## config.mk

```make
export PLATFORM = sky130hd
export DESIGN_NAME = rmq_min_unit
export DESIGN_NICKNAME = d
export VERILOG_FILES = /design/src/rtl/rmq_pkg.sv /design/src/rtl/rmq_min_unit.sv
export SDC_FILE = /design/constraint.sdc
export NUM_CORES = 1
export LEC_CHECK = 0
export ABC_AREA = 1
export BUFFER_PORTS_ARGS = -buffer_cell sky130_fd_sc_hd__buf_2
export CAP_MARGIN = 20
export CORE_MARGIN = 8
export CORE_UTILIZATION = 49
export DETAILED_ROUTE_END_ITERATION = 6
export PLACE_DENSITY_LB_ADDON = 0.08
export SLEW_MARGIN = 20
export SYNTH_ARGS = -nofsm -noshare
export SYNTH_HDL_FRONTEND = slang
export SYNTH_SLANG_ARGS = --single-unit
```

## constraint.sdc

```tcl
create_clock -name i_clk -period 2.4 [get_ports i_clk]
set_input_delay 0.12 -clock i_clk [delete_from_list [all_inputs] [get_ports i_clk]]
set_output_delay 0.12 -clock i_clk [all_outputs]
set_load 0.01 [all_outputs]
```

## src/rtl/rmq_pkg.sv

```systemverilog
// ----------------------------------------------------------------------------
// rmq_pkg
// Shared constants, codes and types of the range-minimum engine.
// ----------------------------------------------------------------------------
package rmq_pkg;

    localparam int DEPTH      = 1024;
    localparam int BLOCK_SIZE = 32;
    localparam int NUM_BLOCKS = (DEPTH + BLOCK_SIZE - 1) / BLOCK_SIZE;

    localparam int DATA_W = 32;
    localparam int IDX_W  = $clog2(DEPTH);
    localparam int CNT_W  = IDX_W + 1;
    localparam int OFF_W  = $clog2(BLOCK_SIZE);
    localparam int BLK_W  = IDX_W - OFF_W;
    localparam int OP_W   = 2;
    localparam int STAT_W = 2;

    localparam logic signed [DATA_W-1:0] MOST_POS = {1'b0, {(DATA_W-1){1'b1}}};

    typedef enum logic [OP_W-1:0] {
        OP_APPEND = 2'd0,
        OP_QUERY  = 2'd1,
        OP_CLEAR  = 2'd2
    } t_op;

    typedef enum logic [STAT_W-1:0] {
        ST_OK    = 2'd0,
        ST_RANGE = 2'd1,
        ST_FULL  = 2'd2
    } t_status;

    // sequencer to compare unit
    typedef struct packed {
        logic init;
        logic fold_elem;
        logic fold_blk;
    } t_min_ctrl;

endpackage

```

## src/rtl/rmq_min_unit.sv

```systemverilog
// ----------------------------------------------------------------------------
// rmq_min_unit
// Shared signed compare unit folding element or block minimum reads into
// the running query minimum.
// ----------------------------------------------------------------------------
module rmq_min_unit
    import rmq_pkg::*;
(
    input  logic                     i_clk,
    input  t_min_ctrl                i_ctrl,
    input  logic signed [DATA_W-1:0] i_elem,
    input  logic signed [DATA_W-1:0] i_blk,
    output logic signed [DATA_W-1:0] o_acc
);
    logic signed [DATA_W-1:0] r_acc;
    logic signed [DATA_W-1:0] n_acc;
    logic signed [DATA_W-1:0] w_sel;

    assign w_sel = i_ctrl.fold_elem ? i_elem : i_blk;

    always_comb begin
        n_acc = r_acc;
        if (i_ctrl.init) begin
            n_acc = MOST_POS;
        end else if ((i_ctrl.fold_elem || i_ctrl.fold_blk) && (w_sel < r_acc)) begin
            n_acc = w_sel;
        end
    end

    always_ff @(posedge i_clk) begin
        r_acc <= n_acc;
    end

    assign o_acc = r_acc;
endmodule

```

; ---- Yosys cells after proc, flatten, opt, wreduce, memory -nomap -nowiden
; Cells that the tools add are included.
[op_classes]
n_eq_ne = 0
n_reduce_logical = 2
n_shift = 0
add_sub_neg = 0
bitwise = 0
magnitude_cmp = 1
n_mul = 0
n_mux = 1
n_div = 0
[op_table]
columns = cell, n
row1 = $lt 32x32->1, 1
row2 = $mux 32, 1
row3 = $logic_and 1x1->1, 1
row4 = $logic_or 1x1->1, 1
[totals]
output_inout_bits = 32
register_bits = 32
memories = 0
in_bits = 68
ram_bits = 0
latch_bits = 0
mem_bits_ro = 0

; ---- Logic depth before layout (Yosys ltp)
; Gate-level depths: netlist of run 1.
[logic_depth]
depth_word = 3
mapped_depth = 21
ltp_nobuf = 18

; ---- Least setup slack after synthesis of run 1
; Ideal clock, no wire load.
[synth_timing]
path_kind = input-to-reg
start = in i_ctrl[1] in the netlist's numbering
end = reg r_acc[0] (netlist: o_acc[0])
setup_time_ps = 130
cell_stages = 15
t_arrival_ps = 2076
setup_slack_ps = 194
n_path_buf = 2
cell_sequence = buf_4 inv_4 or2_2 o21ai_0 inv_1 ha_1 nand2_1 nor2_1 nand2_1 o21a_1 nand3_4 nand3_4 buf_6 nand2_1 nand3_1
[synth_between]
elab_chain_cells = 3
word_cells_on_any_way = 4
classes_between = 1 x order compare / 1 x mux / 2 x reduce/logical
[synth_rtl]
columns = item, line
row1 = from (decl), rmq_min_unit.sv:10  ; input t_min_ctrl i_ctrl,
row2 = $mux 32, rmq_min_unit.sv:19  ; assign w_sel = i_ctrl.fold_elem ? i_elem : i_blk;
row3 = via w_sel[31], rmq_min_unit.sv:17  ; logic signed [DATA_W-1:0] w_sel;
row4 = $lt 32x32->1, rmq_min_unit.sv:25  ; end else if ((i_ctrl.fold_elem || i_ctrl.fold_blk) && (w_sel < r_acc)) begin
row5 = $logic_and 1x1->1, rmq_min_unit.sv:25
row6 = to (signal assigned), rmq_min_unit.sv:31  ; r_acc <= n_acc;
row7 = to (decl), rmq_min_unit.sv:15  ; logic signed [DATA_W-1:0] r_acc;
; The timed path passes the listed nets, and every way through them passes these cells.
; A chain may end at the register's enable or synchronous reset.

; ---- Worst setup path after layout of run 1
[layout_timing]
start = reg r_acc[5] (netlist: o_acc[5])
end = reg r_acc[0] (netlist: o_acc[0])
[layout_between]
elab_chain_cells = 2
[layout_rtl]
columns = item, line
row1 = $lt 32x32->1, rmq_min_unit.sv:25
row2 = $logic_and 1x1->1, rmq_min_unit.sv:25
; Every way passes these cells.

==> summary.txt, run 1 <==
status: finished clean
area of the multi-input gates: 1590 um^2
hold_buf cts: 0
CTS resizes: 0
Psw: 0.00111 W
# Post-CTS Setup Buffers: 0
fillers: 496
Worst Hold End: o_acc[2]$_SDFFE_PP1P_
reg2reg end: o_acc[0]$_SDFFE_PP1P_
nets: 583
Max-Cap Viols: 0
CTS Root Cell: clkbuf_8
layout cells sized above 1: 0.272
Static Leakage: 1.99 nW
syn nets: 484
vias in the first global route: 2732
die height: 87.6 um
number of CTS-inserted buffers: 5
Pre-Repair DR Iteration Count: 4
DRT antenna net count: 0
GP Congestion: 0.833
Pint: 0.00149 W
Peak VDD IR: 366 uV
Post-Synthesis Cells: 385
Tcrit/Tclk final: 0.894
Power Dens Cells: 807 nW/um^2
Syn Area/Cell: 6.52 um^2
drt total wl: 7260 um
clk_skew: 2.42 ps
FF-to-FF path depth: 15
Min-Delay Path Class: in -> reg
crit path time final: 2150 ps
largest net degree at the start of global routing: 35
DP HPWL: 5450 um
first-pass GRT wire length: 12200 um
Die Wd: 87.6 um
post-DR vias/cell: 5.04
Max Fclk: 466 MHz
Die ar.: 7670 um^2
clock latency on the worst-skew pair: 280 ps
origin of the worst min-delay path: i_blk[2]
hold path depth: 5
Reg-to-Reg Start: o_acc[5]$_SDFFE_PP1P_
Residual DRC: 0
crit path capture type: flip-flop
Clock power frac: 0.171
Core Footprint: 5010 um^2
H-Tree Depth: 2
register area: 641 um^2
Logic pwr share: 0.522
Via Count: 2796
Area growth, synth to finish: 28.3%
Seq/Total Area, Yosys: 0.255
Worst-Margin Slew: 706 ps
Iteration-0 DRC Markers: 138
Slew Limit Fails: 0
switch share: 0.427
Initial Util: 0.501
ant diodes: 0
antenna violations before repair: 0
Final Hold Vio Count: 0
Clock Tree Buf Depth: 2
PortBufs: 99
CP Class: reg -> reg
Routed WL per cell: 13.1 um
YS warnings: 0
Core Rows: 26
CTS Sinks: 32
Util after Layout: 0.643
gr usage total: 0.195
unrepaired setup endpoints after global routing: no
# IOs: 100
slew margin rel.: 0.529
Worst EP required: 2560 ps
DP Area: 3130 um^2
fin cells: 555
Yosys cell types: 24
global route overflow: 0
DP Cell Count: 547
crit path DAT: 2310 ps
CTS tree: done
Largest register FFs: 32
Max FO, Critical Path: 12
nature of the critical path startpoint: flip-flop
final setup violation count: 0
Finished Cell Area: 3220 um^2
Yosys reg bits: 32
R2R setup slack: 250 ps
sequential share of power: 0.306
clk slew on worst S/H paths: 70 ps
synthesized cell area: 2510 um^2
## metrics by stage
step	setup TNS, ps	hold slack [ps]	setup WS (ps)	total power, W
detailed placement	-175	465	-30.7	0.00217
global placement	0	460	53.7	0.00214
floorplan	0	272	194	0.00169
global route	0	248	48.7	0.00283
finish	0	224	255	0.00260
CTS	0	216	251	0.00262
## synth_stat cells
master | number | share of area
nand3_4 | 2 | 0.014
nand2_4 | 2 | 0.0090
buf_2 | 6 | 0.012
inv_1 | 40 | 0.060
o21a_1 | 1 | 0.0030
a211oi_1 | 1 | 0.0030
a21oi_1 | 18 | 0.036
nand2_2 | 3 | 0.0075
o21ai_0 | 6 | 0.012
nor3_1 | 1 | 0.0020
clkbuf_1 | 12 | 0.018
nand3_1 | 34 | 0.068
buf_1 | 1 | 0.0015
nor2_1 | 7 | 0.010
nor4_4 | 1 | 0.0085
buf_6 | 3 | 0.013
dfxtp_1 | 32 | 0.26
o21ai_1 | 1 | 0.0020
nand4_1 | 32 | 0.080
buf_4 | 1 | 0.0030
nand2_1 | 147 | 0.22
ha_1 | 31 | 0.15
or2_2 | 2 | 0.0050
inv_4 | 1 | 0.0025
## power by group through the flow
stage                     clock network [W]  logic, W  registers [W]
after floorplan                           0  0.000826       0.000864
after global placement                    0   0.00133       0.000803
after detailed placement                  0   0.00136       0.000803
after CTS                          0.000453   0.00137       0.000793
after global routing               0.000471   0.00155       0.000815
final                              0.000445   0.00136       0.000796
## cell usage in the layout, fill, tap and decap left out, types with 2 or more instances in the layout
cell type  count
a21oi_1       18
buf_12         3
buf_2         99
buf_4         13
clkbuf_1       2
clkbuf_8       6
dfxtp_1       32
ha_1          31
inv_1         40
nand2_1      147
nand2_2        3
nand2_4        2
nand3_1       34
nand3_4        2
nand4_1       32
nor2_1         7
o21ai_0        6
or2_2          2
## kinds of logic (layout without fill, tap and decap cells)
group,count (synthesis),in the layout,synth area share
AND/OR/NAND/NOR,231,231,0.424
buffers and inverters,64,164,0.110
flip-flops,32,32,0.255
adder cells (fa/ha/maj),31,31,0.155
AO/OA/AOI/OAI,27,27,0.0559
## worst max-delay path: stages, from the launching register on
cell and delay (ps):
dfxtp_1 350, inv_1 50, ha_1 300, a21oi_1 160, nor2_1 50, a211oi_1 170
nand2_1 90, nand2_1 70, nand2_2 80, nand2_4 90, nand2_2 60, nand2_4 100
nand3_4 80, buf_4 230, nand2_1 70, nand3_1 60
## cell type report
cell class	count	area share
tap	70	0.0272
clock buffer	8	0.0280
multi-input combinational	289	0.494
timing repair buffer	115	0.203
sequential	32	0.199
inverter	41	0.0486
## layer usage
metal | global-route usage | vias up | share of wire
met5 | 0 | - | 0
met3 | 0.0600 | 8 | 0.086
met2 | 0.340 | 80 | 0.48
li1 | - | 1456 | -
met4 | 0.0469 | 0 | 0.010
met1 | 0.225 | 1252 | 0.43
## worst max-delay path by stage
stage / from / to / slack [ps] / cells after the start
after CTS: o_acc[5]$_SDFFE_PP1P_ / o_acc[0]$_SDFFE_PP1P_ / 250 / 15
final: o_acc[5]$_SDFFE_PP1P_ / o_acc[0]$_SDFFE_PP1P_ / 250 / 15
after floorplan: i_ctrl[1] / o_acc[0]$_SDFFE_PP1P_ / 190 / 15
after global routing: i_ctrl[1] / o_acc[6]$_SDFFE_PP1P_ / 50 / 15
after global placement: i_ctrl[1] / o_acc[5]$_SDFFE_PP1P_ / 50 / 19
after detailed placement: i_ctrl[1] / o_acc[2]$_SDFFE_PP1P_ / -30 / 16
No activity file was read; power rests on OpenSTA's default activity.
==> inputs of run 2 (changes only) <==
Settings changed: CORE_MARGIN 8 to 2, GPL_TIMING_DRIVEN set to 0.
==> run 2 against run 1 <==
Compared with the run above: sequential cell count is the same; register-to-register slack is essentially flat; highest routed layer unchanged; sequential power shrank 0.5%; combinational power shrank 4%; cell count grew 1.1%; worst setup slack lost 34 ps; via count shrank 1.3%; wire length shrank 9.3%; power shrank 2.7%.
==> summary.txt, run 2 (synthesis results as in run 1) <==
unrepaired setup endpoints after global routing: no
most common cell after layout, fill and taps aside: nand2_1
Worst Hold Slack: 107 ps (-116 ps)
vias in the first global route: 2479 (-9.3%)
Slew Limit Fails: 0 (unchanged)
Power Dens Cells: 794 nW/um^2 (-1.6%)
crit path capture type: flip-flop
Pre-Repair DR Iteration Count: 5 (+1)
Max Fclk: 459 MHz (-1.5%)
clk_skew: 4.33 ps (+1.91 ps)
Initial Util: 0.501 (unchanged)
Static Leakage: 1.97 nW (-1.1%)
Worst-Margin Slew: 497 ps (-209 ps)
antenna violations before repair: 0 (unchanged)
status: finished clean
nature of the critical path startpoint: input pin
Final Hold Vio Count: 0 (unchanged)
H-Tree Depth: 2 (unchanged)
Peak VDD IR: 383 uV (+4.5%)
drt total wl: 6590 um (-9.3%)
total negative slack: 0 ps (unchanged)
DRT antenna net count: 0 (unchanged)
final setup violation count: 0 (unchanged)
first-pass GRT wire length: 10800 um (-12%)
Core Footprint: 5010 um^2 (unchanged)
Final Total Pwr: 0.00253 W (-2.7%)
gr usage total: 0.246 (+0.0513)
CTS Root Cell: clkbuf_8
layout cells sized above 1: 0.265 (-0.00740)
DP HPWL: 5040 um (-7.5%)
Largest register FFs: 32 (unchanged)
PortBufs: 98 (-1.0%)
ant diodes: 0 (unchanged)
Residual DRC: 0 (unchanged)
Core Rows: 26 (unchanged)
clk slew on worst S/H paths: 60 ps (about the same)
crit path DAT: 2340 ps (+30 ps)
number of CTS-inserted buffers: 5 (unchanged)
slew margin rel.: 0.669 (+0.139)
Max FO, Critical Path: 10 (-2)
CTS tree: done
crit path time final: 2180 ps (+33.6 ps)
# IOs: 100 (unchanged)
Util after Layout: 0.635 (-0.00724)
GP Congestion: 0.848 (+1.8%)
Max-Cap Viols: 0 (unchanged)
Routed WL per cell: 11.7 um (-10%)
Tcrit/Tclk final: 0.908 (+0.0140)
commonest non-fill, non-tap cells in the layout: 147 x nand2_1, 104 x buf_2, 40 x inv_1
global route overflow: 0 (unchanged)
nets: 589 (+1.0%)
CTS Sinks: 32 (unchanged)
Iteration-0 DRC Markers: 118 (-14%)
largest net degree at the start of global routing: 11 (-69%)
Worst EP required: 2560 ps (about the same)
post-DR vias/cell: 4.92 (-2.3%)
Min-Delay Path Class: in -> reg
Via Count: 2760 (-1.3%)
Die Wd: 75.6 um (-14%)
clock latency on the worst-skew pair: 290 ps (about the same)
Clock Tree Buf Depth: 2 (unchanged)
Area growth, synth to finish: 26.9%
CP Class: in -> reg
Die ar.: 5710 um^2 (-26%)
die height: 75.6 um (-14%)
run 2: changes by cell type in the layout (fill, tap and decap cells not counted):
cell / change
buf_12: -3
clkbuf_1: +6
buf_4: -12
clkbuf_2: +5
buf_1: +2
buf_2: +5
buf_6: +3
run 2: path summary, 6_finish.rpt:
kind | slack (ps) | end | cells past startpoint | start
worst max-delay path | 220 | o_acc[6]$_SDFFE_PP1P_ | 15 | i_ctrl[1]
worst min-delay path | 110 | o_acc[19]$_SDFFE_PP1P_ | 3 | i_ctrl[2]
worst max register to register | 260 | o_acc[6]$_SDFFE_PP1P_ | 15 | o_acc[5]$_SDFFE_PP1P_
worst min register to register | 480 | o_acc[13]$_SDFFE_PP1P_ | 2 | o_acc[13]$_SDFFE_PP1P_
run 2: what timing repair did:
item	CTS	global route
resized for setup	0	11
endpoints found under the setup margin	0	30
buffers inserted	0	0
hold buffers	0	0
run 2: power breakdown:
group	total [W]	switching [W]	internal [W]
registers	0.000792	0.000107	0.000685
logic	0.00130	0.000771	0.000526
clock network	0.000440	0.000207	0.000234
run 2: per-stage QoR:
stage | cells | setup slack, ps | instance area [um^2]
2_1_floorplan | 385 | 194 | 2510
3_3_place_gp | 553 | -186 | 3090
3_5_place_dp | 553 | -251 | 3090
4_1_cts | 561 | 50.7 | 3180
5_1_grt | 561 | 0.681 | 3180
6_report | 561 | 221 | 3180
run 2: metal layers:
metal  share of wire  wire length, um  vias to the layer above  track usage
li1                -                -                     1473            -
met1            0.46             3010                     1200        0.299
met5               0                0                        -            0
met4           0.019              123                        0       0.0877
met3           0.050              331                       11       0.0529
met2            0.47             3120                       76        0.427
run 2: final cells by class:
type	count	area (um^2)
plain buffers	23	126
clock buffers	8	90.1
fillers	524	1830
inverters	41	156
multi-input cells	289	1590
flip-flops and latches	32	641
well taps	70	87.6
repair buffers	98	490
run 2: critical path, cell delays in order:
cell and delay (ps):
buf_4 140, buf_1 410, nand2_1 90, nand2_1 120, ha_1 240, a21oi_1 150
o21ai_0 90, a21oi_1 160, o21a_1 230, nand2_2 90, nand2_4 100, nand3_4 100
buf_6 170, nand2_1 60, nand3_1 70
