--- src/rtl/rmq_pkg.sv ---
// ----------------------------------------------------------------------------
// rmq_pkg
// Shared constants, codes and types of the range-minimum engine.
// ----------------------------------------------------------------------------
package rmq_pkg;

    localparam int DEPTH      = 1024;
    localparam int BLOCK_SIZE = 32;
    localparam int NUM_BLOCKS = (DEPTH + BLOCK_SIZE - 1) / BLOCK_SIZE;

    localparam int DATA_W = 32;
    localparam int IDX_W  = $clog2(DEPTH);
    localparam int CNT_W  = IDX_W + 1;
    localparam int OFF_W  = $clog2(BLOCK_SIZE);
    localparam int BLK_W  = IDX_W - OFF_W;
    localparam int OP_W   = 2;
    localparam int STAT_W = 2;

    localparam logic signed [DATA_W-1:0] MOST_POS = {1'b0, {(DATA_W-1){1'b1}}};

    typedef enum logic [OP_W-1:0] {
        OP_APPEND = 2'd0,
        OP_QUERY  = 2'd1,
        OP_CLEAR  = 2'd2
    } t_op;

    typedef enum logic [STAT_W-1:0] {
        ST_OK    = 2'd0,
        ST_RANGE = 2'd1,
        ST_FULL  = 2'd2
    } t_status;

    // sequencer to compare unit
    typedef struct packed {
        logic init;
        logic fold_elem;
        logic fold_blk;
    } t_min_ctrl;

endpackage

--- src/rtl/rmq_seq.sv ---
// ----------------------------------------------------------------------------
// rmq_seq
// Query sequencer: range and full checks, scan address generation over the left edge
// block, whole block minima and right edge block, and the result register.
// ----------------------------------------------------------------------------
module rmq_seq
    import rmq_pkg::*;
(
    input  logic                     i_clk,
    input  logic                     i_rst_n,
    input  logic                     i_in_valid,
    input  logic [OP_W-1:0]          i_op,
    input  logic [IDX_W-1:0]         i_left,
    input  logic [IDX_W-1:0]         i_right,
    input  logic [CNT_W-1:0]         i_count,
    output logic                     o_in_ready,
    output logic [IDX_W-1:0]         o_elem_raddr,
    output logic [BLK_W-1:0]         o_blk_raddr,
    output t_min_ctrl                o_ctrl,
    input  logic signed [DATA_W-1:0] i_acc,
    output logic                     o_out_valid,
    input  logic                     i_out_ready,
    output logic signed [DATA_W-1:0] o_min_value,
    output logic [STAT_W-1:0]        o_status
);
    typedef enum logic [2:0] {
        S_IDLE,
        S_SCAN_L,
        S_SCAN_B,
        S_SCAN_R,
        S_DRAIN,
        S_DONE
    } t_state;

    t_state                   r_state,      n_state;
    logic [IDX_W-1:0]         r_addr,       n_addr;
    logic [BLK_W-1:0]         r_blk,        n_blk;
    logic [BLK_W-1:0]         r_lb,         n_lb;
    logic [BLK_W-1:0]         r_rb,         n_rb;
    logic [IDX_W-1:0]         r_right,      n_right;
    logic                     r_fold_elem,  n_fold_elem;
    logic                     r_fold_blk,   n_fold_blk;
    t_status                  r_status,     n_status;
    logic                     r_out_valid,  n_out_valid;
    logic signed [DATA_W-1:0] r_min_value,  n_min_value;
    t_status                  r_out_status, n_out_status;

    logic             w_init;
    logic [IDX_W-1:0] w_l_end;
    logic [IDX_W-1:0] w_r_start;

    // left scan stops at the block end, or at right when both share a block
    assign w_l_end   = (r_lb == r_rb) ? r_right : {r_lb, {OFF_W{1'b1}}};
    assign w_r_start = {r_rb, {OFF_W{1'b0}}};

    always_comb begin
        n_state      = r_state;
        n_addr       = r_addr;
        n_blk        = r_blk;
        n_lb         = r_lb;
        n_rb         = r_rb;
        n_right      = r_right;
        n_fold_elem  = 1'b0;
        n_fold_blk   = 1'b0;
        n_status     = r_status;
        n_out_valid  = r_out_valid;
        n_min_value  = r_min_value;
        n_out_status = r_out_status;
        w_init       = 1'b0;

        if (r_out_valid && i_out_ready) begin
            n_out_valid = 1'b0;
        end

        case (r_state)
            S_IDLE: begin
                if (i_in_valid) begin
                    case (i_op)
                        OP_APPEND: begin
                            if (i_count >= CNT_W'(DEPTH)) begin
                                n_status = ST_FULL;
                                n_state  = S_DONE;
                            end
                        end
                        OP_QUERY: begin
                            if ((i_left > i_right) || ({1'b0, i_right} >= i_count)) begin
                                n_status = ST_RANGE;
                                n_state  = S_DONE;
                            end else begin
                                w_init   = 1'b1;
                                n_addr   = i_left;
                                n_lb     = i_left[IDX_W-1:OFF_W];
                                n_rb     = i_right[IDX_W-1:OFF_W];
                                n_right  = i_right;
                                n_status = ST_OK;
                                n_state  = S_SCAN_L;
                            end
                        end
                        default: ;
                    endcase
                end
            end
            S_SCAN_L: begin
                n_fold_elem = 1'b1;
                if (r_addr == w_l_end) begin
                    if (r_lb == r_rb) begin
                        n_state = S_DRAIN;
                    end else if (BLK_W'(r_rb - r_lb) != BLK_W'(1)) begin
                        n_blk   = BLK_W'(r_lb + 1'b1);
                        n_state = S_SCAN_B;
                    end else begin
                        n_addr  = w_r_start;
                        n_state = S_SCAN_R;
                    end
                end else begin
                    n_addr = IDX_W'(r_addr + 1'b1);
                end
            end
            S_SCAN_B: begin
                n_fold_blk = 1'b1;
                if (r_blk == BLK_W'(r_rb - 1'b1)) begin
                    n_addr  = w_r_start;
                    n_state = S_SCAN_R;
                end else begin
                    n_blk = BLK_W'(r_blk + 1'b1);
                end
            end
            S_SCAN_R: begin
                n_fold_elem = 1'b1;
                if (r_addr == r_right) begin
                    n_state = S_DRAIN;
                end else begin
                    n_addr = IDX_W'(r_addr + 1'b1);
                end
            end
            S_DRAIN: begin
                // last read folds in at the end of this cycle
                n_state = S_DONE;
            end
            S_DONE: begin
                if (!r_out_valid || i_out_ready) begin
                    n_out_valid  = 1'b1;
                    n_min_value  = (r_status == ST_OK) ? i_acc : '0;
                    n_out_status = r_status;
                    n_state      = S_IDLE;
                end
            end
            default: begin
                n_state = S_IDLE;
            end
        endcase
    end

    always_ff @(posedge i_clk) begin
        if (!i_rst_n) begin
            r_state     <= S_IDLE;
            r_fold_elem <= 1'b0;
            r_fold_blk  <= 1'b0;
            r_out_valid <= 1'b0;
        end else begin
            r_state     <= n_state;
            r_fold_elem <= n_fold_elem;
            r_fold_blk  <= n_fold_blk;
            r_out_valid <= n_out_valid;
        end
        r_addr       <= n_addr;
        r_blk        <= n_blk;
        r_lb         <= n_lb;
        r_rb         <= n_rb;
        r_right      <= n_right;
        r_status     <= n_status;
        r_min_value  <= n_min_value;
        r_out_status <= n_out_status;
    end

    assign o_in_ready     = (r_state == S_IDLE);
    assign o_elem_raddr   = r_addr;
    assign o_blk_raddr    = r_blk;
    assign o_ctrl.init      = w_init;
    assign o_ctrl.fold_elem = r_fold_elem;
    assign o_ctrl.fold_blk  = r_fold_blk;
    assign o_out_valid    = r_out_valid;
    assign o_min_value    = r_min_value;
    assign o_status       = r_out_status;
endmodule

--- config.mk ---
export PLATFORM = sky130hd
export DESIGN_NAME = rmq_seq
export DESIGN_NICKNAME = d
export VERILOG_FILES = /design/src/rtl/rmq_pkg.sv /design/src/rtl/rmq_seq.sv
export SDC_FILE = /design/constraint.sdc
export NUM_CORES = 1
export LEC_CHECK = 0
export ABC_AREA = 1
export BUFFER_PORTS_ARGS = -buffer_cell sky130_fd_sc_hd__buf_2
export CAP_MARGIN = 10
export CORE_MARGIN = 5
export CORE_UTILIZATION = 48
export DETAILED_ROUTE_END_ITERATION = 10
export PLACE_DENSITY = 0.77
export SKIP_LAST_GASP = 1
export SYNTH_ARGS = -nofsm -noshare
export SYNTH_HDL_FRONTEND = slang
export SYNTH_SLANG_ARGS = --single-unit
--- constraint.sdc ---
create_clock -name i_clk -period 3 [get_ports i_clk]
set_input_delay 0.45 -clock i_clk [delete_from_list [all_inputs] [get_ports i_clk]]
set_output_delay 0.45 -clock i_clk [all_outputs]
set_load 0.005 [all_outputs]
== After elaboration in Yosys (flattened, before gate mapping) ==
Cells that the tools add are included.

* $add $sub $neg: 5
* Reductions and logical operators: 17
* Mux-type cells: 38
* Eq/ne operators: 27
* Magnitude comparators: 3
* Bitwise gates (word level): 1

{| class="wikitable"
|+ Operator list
! cell !! count
|-
| $mux 10 || 9
|-
| $pmux 10 s4 || 1
|-
| $mux 3 || 8
|-
| $ne 2x2->1 const B || 11
|-
| $eq 10x10->1 || 2
|-
| $mux 5 || 4
|-
| $pmux 3 s6 || 1
|-
| $ge 10x11->1 || 1
|-
| $ge 11x11->1 const B || 1
|-
| $mux 1 || 11
|-
| $add 10x1->10 const B || 1
|-
| $add 5x1->5 const B || 2
|-
| $eq 5x5->1 || 2
|-
| $gt 10x10->1 || 1
|-
| $pmux 5 s2 || 1
|-
| $ne 3x3->1 const B || 3
|-
| $reduce_and 4->1 || 2
|-
| $reduce_and 8->1 || 1
|-
| $reduce_and 7->1 || 1
|-
| $eq 3x2->1 const B || 2
|-
| $eq 3x3->1 const B || 2
|-
| $pmux 3 s2 || 1
|-
| $ne 5x1->1 const B || 1
|-
| $reduce_and 5->1 || 1
|-
| other kinds (18) || 21
|}

* Input port bits: 69
* Register bits after elaboration: 77
* Output and inout bits: 54
* Logic and storage cells: 103

== Longest topological paths before layout ==
Gate-level depths: netlist of run 1.

* Depth in word-level cells: 6
* Mapped depth: 15
* Mapped depth without buffers: 15

== Worst setup path before layout of run 1 ==
No wires, ideal clock.

* Path type: input-to-reg
* Start point: input port i_count[8]
* End point: register r_lb[0] (enable)
* Path buffers: 0
* Required time: 2594 ps
* Setup time: 406 ps
* Data arrival time: 2423 ps
* Cell stages on the path: 9
* Setup slack: 171 ps
* Cells stage by stage: inv_1 ha_1 nand2_1 nand2_1 a21boi_0 nand3_1 nor2_1 nand3_1 nor3_1

* Cells in the longest elaborated chain, start to end: 4

{| class="wikitable"
|+ Ends and longest elaborated chain
! item !! RTL line !! source
|-
| start, declared || rmq_seq.sv:15 || <nowiki>input logic [CNT_W-1:0] i_count,</nowiki>
|-
| $ge 10x11->1 || rmq_seq.sv:86 || <nowiki>if ((i_left > i_right) || ({1'b0, i_right} >= i_count)) begin</nowiki>
|-
| $logic_or 1x1->1 || rmq_seq.sv:86 ||
|-
| $not 1->1 (no line) || - ||
|-
| $reduce_and 4->1 (no line) || - ||
|-
| end signal, assigned || rmq_seq.sv:168 || <nowiki>r_lb <= n_lb;</nowiki>
|-
| end, declared || rmq_seq.sv:38 || <nowiki>logic [BLK_W-1:0] r_lb, n_lb;</nowiki>
|}

No other way between the ends.
A chain may end at the register's enable or synchronous reset.

== Final worst setup path of run 1 ==
* Start point: register r_rb[3]
* End point: register r_blk[4], in the netlist o_blk_raddr[4] (enable)

* Cells in the longest elaborated chain, start to end: 5
* Elaborated cells between the ends (all ways): 12
* Classes of those cells: 2 x add/sub; 8 x eq/ne; 1 x mux; 1 x reduce/logical

{| class="wikitable"
|+ Ends and longest elaborated chain
! item !! RTL line !! source
|-
| start, declared || rmq_seq.sv:39 || <nowiki>logic [BLK_W-1:0] r_rb, n_rb;</nowiki>
|-
| start signal, assigned || rmq_seq.sv:169 || <nowiki>r_rb <= n_rb;</nowiki>
|-
| parallel branches: the longest is 4 deep, another holds $sub 5x1->5 || - ||
|-
| $reduce_and 5->1 (no line) (*) || - ||
|-
| end signal, assigned || rmq_seq.sv:167 || <nowiki>r_blk <= n_blk;</nowiki>
|-
| end, declared || rmq_seq.sv:37 || <nowiki>logic [BLK_W-1:0] r_blk, n_blk;</nowiki>
|}

Every way passes the cells marked *.

==> flow_metrics.py, run 1 <==
metrics = {
    "setup_path": {
        "crit_path_start_kind": "flip-flop",
        "reg2reg_to": "o_blk_raddr[4]",
        "rrSetupSlack_ns": 0.33,
        "crit_start": "r_rb[3]",
        "path_depth": 12,
        "crit_path_top_delay_cell": "edfxtp_1",
        "rr_startpoint": "r_rb[3]",
        "crit_path_frequent_cell": "nand2_1",
        "cp_num_buf_inv": 1,
        "cp_max_fo": 9,
        "cp.required_ns": 3.06,
        "cp-endpoint": "o_blk_raddr[4]",
        "crit_type": "reg -> reg",
        "r2r_cells": 12,
        "crit_chain": "ha_1 -> nand2_1 -> nor2_4 -> nand2_4 -> nand2_2 -> nand2_1 -> nand2_1 -> nand2_2 -> nor2_4 -> nand3_4 -> o21ai_0 -> buf_4",
        "cpPeakStageDelay_ns": 0.51,
        "cp-end-kind": "flip-flop",
        "critPathArrivalTime_ns": 2.73,
        "cp_top_family": "simple AND/OR/NAND/NOR gates",
    },
    "route": {
        "drc_errors": 0,
        "drtIter0Drc": 293,
        "vias_per_cell": 5.07,
        "drt_wl_total_um": 11700,
        "wl_per_cell_um": 14.7,
        "dr.pass1.iters": 6,
        "postRouteAntennaNets": 0,
        "vias": 4037,
    },
    "placement": {
        "dp.cells": 780,
        "gp_congestion": 0.989,
        "post-dp-hpwl_um": 9440,
        "io_buffers": 122,
        "dp_slack_ns": 0.398,
        "dpl_cell_area_um2": 5270,
    },
    "grt": {
        "antenna_found_initial": 0,
        "grt_max_degree": 35,
        "grt_pass1_wl_um": 18900,
        "grt_usage_pct": 20.8,
        "grt_pass1_vias": 3980,
        "grt_overflow_total": 0,
    },
    "power": {
        "switching_power_mw": 1.22,
        "pwr-share-seq_pct": 43.4,
        "power_mw": 3.22,
        "pwr_density_cell_nw_per_um2": 590,
        "swShare_pct": 38.0,
        "p_int_mw": 1.99,
        "peakVddDrop_mv": 0.238,
        "p_clk_share_pct": 22.6,
        "combPwrFrac_pct": 33.9,
        "static-leakage-power_nw": 2.75,
    },
    "clock_network": {
        "max-clock-path-buffers": 2,
        "cts_hold_buf": 0,
        "cts-root-buf": "clkbuf_8",
        "clock_sinks": 72,
        "htreeDepth": 3,
        "clk_pin_slew_ns": 0.09,
        "cts-buffers-inserted": 9,
        "clock_latency_ns": 0.35,
        "postCtsSetupRepairBufs": 0,
        "cts_resized": 0,
        "tritoncts": "built",
    },
    "layout": {
        "instances_no_fill": 796,
        "final_util_pct": 59.3,
        "antenna_cells": 0,
        "nets": 777,
        "stdcell_area_um2": 5450,
        "final_cell_mix": "buf_2 (122), inv_1 (111), nand2_1 (111)",
        "syn2layout_area_growth_pct": 20.6,
        "layout_commonest_cell": "buf_2",
        "drive_gt1_share_pct": 24.4,
        "fillers": 829,
    },
    "logic_synthesis": {
        "synth_edf_count": 66,
        "seq_area_frac_synth_pct": 46.5,
        "syn-cell-area_um2": 4520,
        "synth_nets": 649,
        "async_flop_share_pct": 0,
        "synth-seq-cells": 72,
        "postSynthAreaPerCell_um2": 8.19,
        "ys_warn_count": 0,
        "synthCells": 552,
        "netlist-cell-type-count": 33,
        "ys.flop_type": "edfxtp_1",
    },
    "hold_path": {
        "holdCritPathClass": "in -> reg",
    },
    "sta": {
        "worst_pin_slew_ns": 0.651,
        "rsz0062_at_grt": "no",
        "final_hold_viol_count": 0,
        "finalMaxSlewViolations": 0,
        "finalCritPeriodShare_pct": 89.0,
        "setup_viol": 0,
        "fin_ws_ns": 0.329,
        "fin_skew_ns": 0.0152,
        "clock.fmax_ghz": 0.374,
        "max_slew_margin_pct": 56.5,
        "period_needed_ns": 2.67,
        "hold_ws_ns": 0.313,
        "setup_tns_ns": 0,
    },
    "floorplan": {
        "num_io_pins": 123,
        "die_area_um2": 11500,
        "start_util_pct": 49.2,
        "core_area_um2": 9200,
        "rows": 35,
        "die_h_um": 107,
        "die_x_um": 107,
    },
    "run": {
        "max-cap-violations": 0,
    },
    "status": {
        "outcome": "finished, final reports clean",
    },
}
[kinds of logic after synthesis]
logic type,after synthesis,share of synthesized area [%]
AND/OR/NAND/NOR,268,26.4
buffers and inverters,127,10.9
flip-flops,72,46.5
AO/OA/AOI/OAI,37,4.48
adder cells (fa/ha/maj),28,7.91
XOR/XNOR,20,3.87
[sequential cells by signal (all words and copies together) (netlist names), 2 cells and up]
| register | cells |
|---|---|
| o_blk_raddr | 5 |
| r_rb | 5 |
| r_state | 3 |
| o_elem_raddr | 10 |
| o_min_value | 32 |
| o_status | 2 |
| r_status | 2 |
| r_lb | 5 |
| r_right | 5 |
[cell usage after synthesis (2+ instances only)]
cell | number | area share, %
buf_4 | 4 | 0.66
o21ai_1 | 2 | 0.22
nand4_1 | 11 | 1.5
nor3_1 | 8 | 0.89
nand2_1 | 111 | 9.2
inv_1 | 111 | 9.2
nand2_2 | 7 | 0.97
o22ai_1 | 3 | 0.41
nand3b_1 | 5 | 0.83
nand2_4 | 2 | 0.50
nand3_1 | 39 | 4.3
edfxtp_1 | 66 | 44
nor2_4 | 4 | 1.0
xnor2_1 | 9 | 1.7
inv_2 | 5 | 0.41
dfxtp_1 | 6 | 2.7
xor2_1 | 11 | 2.1
o21ai_0 | 12 | 1.3
a21oi_1 | 14 | 1.5
clkbuf_1 | 6 | 0.50
ha_1 | 27 | 7.5
nor2_1 | 78 | 6.5
[how the worst min path moves through the flow]
stage / start / cells past startpoint / endpoint / slack [ns]
2_1_floorplan: r_status[0] / 0 / o_status[0] / 0.42
5_1_grt: i_left[7] / 1 / r_lb[2] / 0.30
6_report: i_right[1] / 1 / r_right[1] / 0.31
3_5_place_dp: r_status[1] / 0 / o_status[1] / 0.43
3_3_place_gp: r_status[0] / 0 / o_status[0] / 0.43
4_1_cts: i_right[1] / 1 / r_right[1] / 0.30
[per-layer routing]
metal | vias up | global-route usage [%] | wire length [um]
met5 | - | 0 | 0
met4 | 0 | 7.85 | 296
met3 | 26 | 4.58 | 788
met2 | 172 | 35.6 | 5800
met1 | 1828 | 25.7 | 4810
li1 | 2011 | - | -
[layout make-up]
type / instances / area [um2] / share of cell area (%)
clock inverters: 7 / 62.6 / 1.15
inverters: 116 / 435 / 7.98
flip-flops and latches: 72 / 2100 / 38.5
clock buffers: 9 / 124 / 2.27
repair buffers: 128 / 656 / 12.0
multi-input cells: 353 / 1940 / 35.5
well taps: 111 / 139 / 2.55
[power by group through the flow]
stage                     registers [mW]  clock network (mW)  logic (mW)
after floorplan                     1.39                   0       0.711
after CTS                           1.39               0.744        1.09
after detailed placement            1.42                   0        1.08
final                               1.40               0.728        1.09
after global routing                1.41               0.799        1.24
after global placement              1.41                   0        1.05
Note: power is estimated with default switching activity, not from simulation.
==> run 2: changes to the inputs <==
Settings changed: RECOVER_POWER set to 50.
==> run 2 against run 1 <==
Against the previous run: the flow now finishes with violations (capacitance limit, slew limit); maximum frequency rose by 0.31%; cell count did not move; combinational power barely moved; clock-buffer cell count did not move; die area did not move; critical path depth did not move; clock power barely moved; total power fell by 0.11%; final area fell by 0.94%.
==> flow_metrics.py, run 2 (synthesis results as in run 1) <==
metrics = {
    "route": {
        "vias": 4036,
        "drt_wl_total_um": 11700,
        "dr.pass1.iters": 5,
        "drtIter0Drc": 325,
        "postRouteAntennaNets": 0,
        "vias_per_cell": 5.07,
        "drc_errors": 0,
        "wl_per_cell_um": 14.8,
    },
    "placement": {
        "dpl_cell_area_um2": 5270,
        "post-dp-hpwl_um": 9440,
        "dp.cells": 780,
        "io_buffers": 122,
        "gp_congestion": 0.989,
        "dp_slack_ns": 0.398,
    },
    "layout": {
        "stdcell_area_um2": 5400,
        "antenna_cells": 0,
        "nets": 777,
        "instances_no_fill": 796,
        "drive_gt1_share_pct": 18.2,
        "final_cell_mix": "inv_1 (111), nand2_1 (111), buf_2 (81)",
        "syn2layout_area_growth_pct": 19.4,
        "fillers": 842,
        "largest_reg_flops": 32,
    },
    "clock_network": {
        "cts-root-buf": "clkbuf_8",
        "postCtsSetupRepairBufs": 0,
        "cts_resized": 0,
        "tritoncts": "built",
        "cts-buffers-inserted": 9,
        "clock_latency_ns": 0.35,
        "htreeDepth": 3,
        "max-clock-path-buffers": 2,
        "cts_hold_buf": 0,
        "clk_pin_slew_ns": 0.09,
        "clock_sinks": 72,
    },
    "power": {
        "peakVddDrop_mv": 0.238,
        "pwr-share-seq_pct": 43.5,
        "pwr_density_cell_nw_per_um2": 595,
        "swShare_pct": 38.2,
        "p_clk_share_pct": 22.7,
        "switching_power_mw": 1.23,
        "power_mw": 3.21,
        "combPwrFrac_pct": 33.8,
        "p_int_mw": 1.99,
        "static-leakage-power_nw": 2.63,
    },
    "setup_path": {
        "cp.required_ns": 3.06,
        "cp_max_fo": 9,
        "crit_path_start_kind": "flip-flop",
        "critPathArrivalTime_ns": 2.72,
        "crit_type": "reg -> reg",
        "cp-end-kind": "flip-flop",
    },
    "grt": {
        "grt_max_degree": 35,
        "antenna_found_initial": 0,
        "grt_usage_pct": 20.8,
        "grt_pass1_vias": 3980,
        "grt_overflow_total": 0,
        "grt_pass1_wl_um": 18900,
    },
    "sta": {
        "worst_pin_slew_ns": 1.64,
        "setup_tns_ns": 0,
        "fin_skew_ns": 0.0145,
        "finalMaxSlewViolations": 33,
        "max_slew_margin_pct": -9.65,
        "final_hold_viol_count": 0,
        "fin_ws_ns": 0.337,
        "clock.fmax_ghz": 0.376,
        "rsz0062_at_grt": "no",
        "setup_viol": 0,
        "finalCritPeriodShare_pct": 88.8,
        "period_needed_ns": 2.66,
    },
    "run": {
        "max-cap-violations": 1,
    },
    "hold_path": {
        "holdCritPathClass": "in -> reg",
    },
    "floorplan": {
        "core_area_um2": 9200,
        "die_area_um2": 11500,
        "num_io_pins": 123,
        "rows": 35,
        "start_util_pct": 49.2,
        "die_h_um": 107,
        "die_x_um": 107,
    },
    "status": {
        "outcome": "finished, violations left",
        "violations": "capacitance limit, slew limit",
    },
}
## run 2: final timing paths
kind	start	to	slack (ns)	cells past startpoint
max reg2reg	r_rb[3]	o_blk_raddr[4]	0.34	12
min reg2reg	r_status[1]	o_status[1]	0.46	0
max	r_rb[3]	o_blk_raddr[4]	0.34	12
min	i_right[1]	r_right[1]	0.36	1
## run 2: layer usage
metal / part of all wire (%) / GRT usage [%] / vias to the layer above
li1: - / - / 2011
met1: 42 / 25.7 / 1839
met2: 49 / 35.6 / 157
met3: 6.1 / 4.58 / 29
met4: 2.6 / 7.85 / 0
met5: 0 / 0 / -
## run 2: area by class of cell
class                           instances  area [um2]  share of cell area [%]
Multi-Input combinational cell        353        1940                    35.8
Inverter                              116         435                    8.06
Sequential cell                        72        2100                    38.9
Clock buffer                            9         124                    2.29
Clock inverter                          7        62.6                    1.16
Tap cell                              111         139                    2.57
Timing Repair Buffer                  128         604                    11.2
## run 2: power by group through the flow
stage	sequential (mW)	clock [mW]	combinational, mW
5_1_grt	1.41	0.799	1.23
3_3_place_gp	1.41	0	1.05
6_report	1.40	0.729	1.09
2_1_floorplan	1.39	0	0.711
4_1_cts	1.39	0.744	1.09
3_5_place_dp	1.42	0	1.08
## run 2: metrics by stage
step	hold slack [ns]	utilization (%)
5_1_grt	0.351	58.7
4_1_cts	0.296	59.3
3_3_place_gp	0.426	57.3
6_report	0.355	58.7
2_1_floorplan	0.417	-
3_5_place_dp	0.434	57.3
## run 2: critical path, cell delays in order, from the launching register on
cell and delay [ns]:
edfxtp_1 0.51, ha_1 0.41, nand2_1 0.13, nor2_4 0.19
nand2_4 0.11, nand2_2 0.08, nand2_1 0.06, nand2_1 0.07
nand2_2 0.08, nor2_4 0.16, nand3_4 0.17, o21ai_0 0.23
buf_4 0.18
==> run 3: changes to the inputs <==
Settings changed: CORE_UTILIZATION 48 to 57, PLACE_DENSITY 0.77 to 0.86.
Clock period 3 ns to 3.3 ns, I/O delays scaled along.
==> run 3 against run 2 <==
Against the previous run: the flow still finishes with violations (capacitance limit, slew limit); combinational power down 9%; critical endpoint is now o_blk_raddr[1]; highest routed layer unchanged; via count up 1.7%; sequential power down 9%; critical path type unchanged; first-iteration DRC count down 2.5%; final area down 0.30%; core utilization up 11 points; maximum frequency down 8.9%; largest power group unchanged.
==> flow_metrics.py, run 3 (synthesis results as in run 1) <==
metrics = {
    "sta": {
        "finalMaxSlewViolations": 33,
        "worst_pin_slew_ns": 1.74,
        "rsz0062_at_grt": "no",
        "max_slew_margin_pct": -16.0,
        "period_needed_ns": 2.92,
        "final_hold_viol_count": 0,
        "setup_tns_ns": 0,
        "fin_skew_ns": 0.00893,
        "finalCritPeriodShare_pct": 88.6,
        "clock.fmax_ghz": 0.342,
        "setup_viol": 0,
        "hold_ws_ns": 0.402,
    },
    "floorplan": {
        "core_area_um2": 7730,
        "start_util_pct": 58.5,
        "num_io_pins": 123,
        "die_area_um2": 9820,
        "die_h_um": 99.1,
        "die_x_um": 99.1,
        "rows": 32,
    },
    "setup_path": {
        "cp-end-kind": "flip-flop",
        "reg2reg_to": "o_blk_raddr[1]",
        "cp_max_fo": 9,
        "crit_type": "reg -> reg",
        "critPathArrivalTime_ns": 2.91,
        "crit_path_start_kind": "flip-flop",
        "rr_startpoint": "r_rb[2]",
        "rrSetupSlack_ns": 0.38,
        "r2r_cells": 11,
        "cp.required_ns": 3.28,
    },
    "clock_network": {
        "cts_resized": 0,
        "cts-buffers-inserted": 9,
        "htreeDepth": 3,
        "tritoncts": "built",
        "postCtsSetupRepairBufs": 0,
        "clock_sinks": 72,
        "clk_pin_slew_ns": 0.08,
        "clock_latency_ns": 0.35,
        "max-clock-path-buffers": 2,
        "cts-root-buf": "clkbuf_8",
        "cts_hold_buf": 0,
    },
    "power": {
        "swShare_pct": 37.4,
        "p_int_mw": 1.87,
        "pwr-share-seq_pct": 42.8,
        "combPwrFrac_pct": 33.2,
        "static-leakage-power_nw": 2.63,
        "switching_power_mw": 1.12,
        "p_clk_share_pct": 24.0,
        "peakVddDrop_mv": 0.269,
        "pwr_density_cell_nw_per_um2": 554,
    },
    "grt": {
        "grt_max_degree": 35,
        "grt_overflow_total": 0,
        "use_met3_pct": 5.66,
        "grtUsageMet2_pct": 45.5,
        "antenna_found_initial": 0,
        "grt_pass1_vias": 4067,
        "grt-busiest-layer": "met2",
        "grt_usage_pct": 25.5,
        "grt_use_met1_pct": 30.1,
        "grt_pass1_wl_um": 19700,
    },
    "status": {
        "violations": "capacitance limit, slew limit",
        "outcome": "finished, violations left",
    },
    "route": {
        "dr.pass1.iters": 5,
        "postRouteAntennaNets": 0,
        "drt_wl_total_um": 12400,
        "wl_per_cell_um": 15.8,
        "drc_errors": 0,
        "vias_per_cell": 5.23,
        "drtIter0Drc": 317,
        "vias": 4104,
    },
    "placement": {
        "post-dp-hpwl_um": 9810,
        "io_buffers": 122,
        "gp_congestion": 1.08,
    },
    "layout": {
        "fillers": 636,
        "largest_reg_flops": 32,
        "drive_gt1_share_pct": 17.4,
        "final_cell_mix": "inv_1 (111), nand2_1 (111), nor2_1 (77), buf_2 (77), edfxtp_1 (66)",
        "syn2layout_area_growth_pct": 19.1,
        "antenna_cells": 0,
        "nets": 775,
    },
    "run": {
        "max-cap-violations": 1,
    },
    "hold_path": {
        "hold_depth": 1,
        "worstHoldStart": "i_right[0]",
        "hold_path_end": "r_right[0]",
        "holdCritPathClass": "in -> reg",
    },
}
-- run 3: cell count changes in the layout (fill, tap and decap cells not counted), moves of 2 or more --
cell,delta
clkinv_4,+2
buf_2,-4
inv_8,-2
clkbuf_1,+4
buf_4,-2
clkinvlp_4,-2
-- run 3: stage by stage --
step	instances	power, mW	utilization (%)	instance area (um2)	setup slack (ns)
6_report	785	2.98	69.7	5390	0.376
5_1_grt	785	3.17	69.7	5390	0.204
4_1_cts	785	2.99	70.4	5440	0.386
3_5_place_dp	769	2.27	67.8	5240	0.448
3_3_place_gp	769	2.24	67.8	5240	0.542
2_1_floorplan	552	1.91	-	4520	0.426
-- run 3: how the worst max path moves through the flow --
stage,end,startpoint,slack (ns),depth (start not counted)
global placement,o_blk_raddr[0],r_rb[2],0.54,11
detailed placement,o_blk_raddr[3],r_rb[2],0.45,11
floorplan,r_lb[0],i_count[8],0.43,9
global route,o_blk_raddr[1],r_rb[2],0.20,11
CTS,o_blk_raddr[3],r_rb[2],0.39,11
finish,o_blk_raddr[1],r_rb[2],0.38,11
-- run 3: power by group through the flow --
stage / registers [mW] / logic (mW) / clock network (mW)
2_1_floorplan: 1.27 / 0.646 / 0
3_3_place_gp: 1.29 / 0.950 / 0
3_5_place_dp: 1.29 / 0.984 / 0
4_1_cts: 1.27 / 0.994 / 0.724
5_1_grt: 1.29 / 1.11 / 0.764
6_report: 1.28 / 0.992 / 0.715
-- run 3: layer usage --
| metal | wire length [um] | share of wire, % |
|---|---|---|
| met5 | 0 | 0 |
| met4 | 343 | 2.8 |
| met3 | 1140 | 9.2 |
| met2 | 6170 | 50 |
| met1 | 4720 | 38 |
-- run 3: area by class of cell --
type	count	area, um2	share of cell area, %
Tap cell	102	128	2.37
Sequential cell	72	2100	39.0
Clock inverter	7	77.6	1.44
Clock buffer	9	124	2.30
Timing Repair Buffer	126	584	10.8
Multi-Input combinational cell	353	1940	35.9
Inverter	116	435	8.08
-- run 3: worst max-delay path: stages (launching register included) --
cell and delay, ns:
edfxtp_1 0.50, ha_1 0.43, nand2_2 0.11, nor2_4 0.22, nand2_4 0.12, nand2_2 0.08
nand2_1 0.05, nand2_1 0.06, nand2_2 0.07, nor2_4 0.16, nand3_4 0.16, o21ai_0 0.62
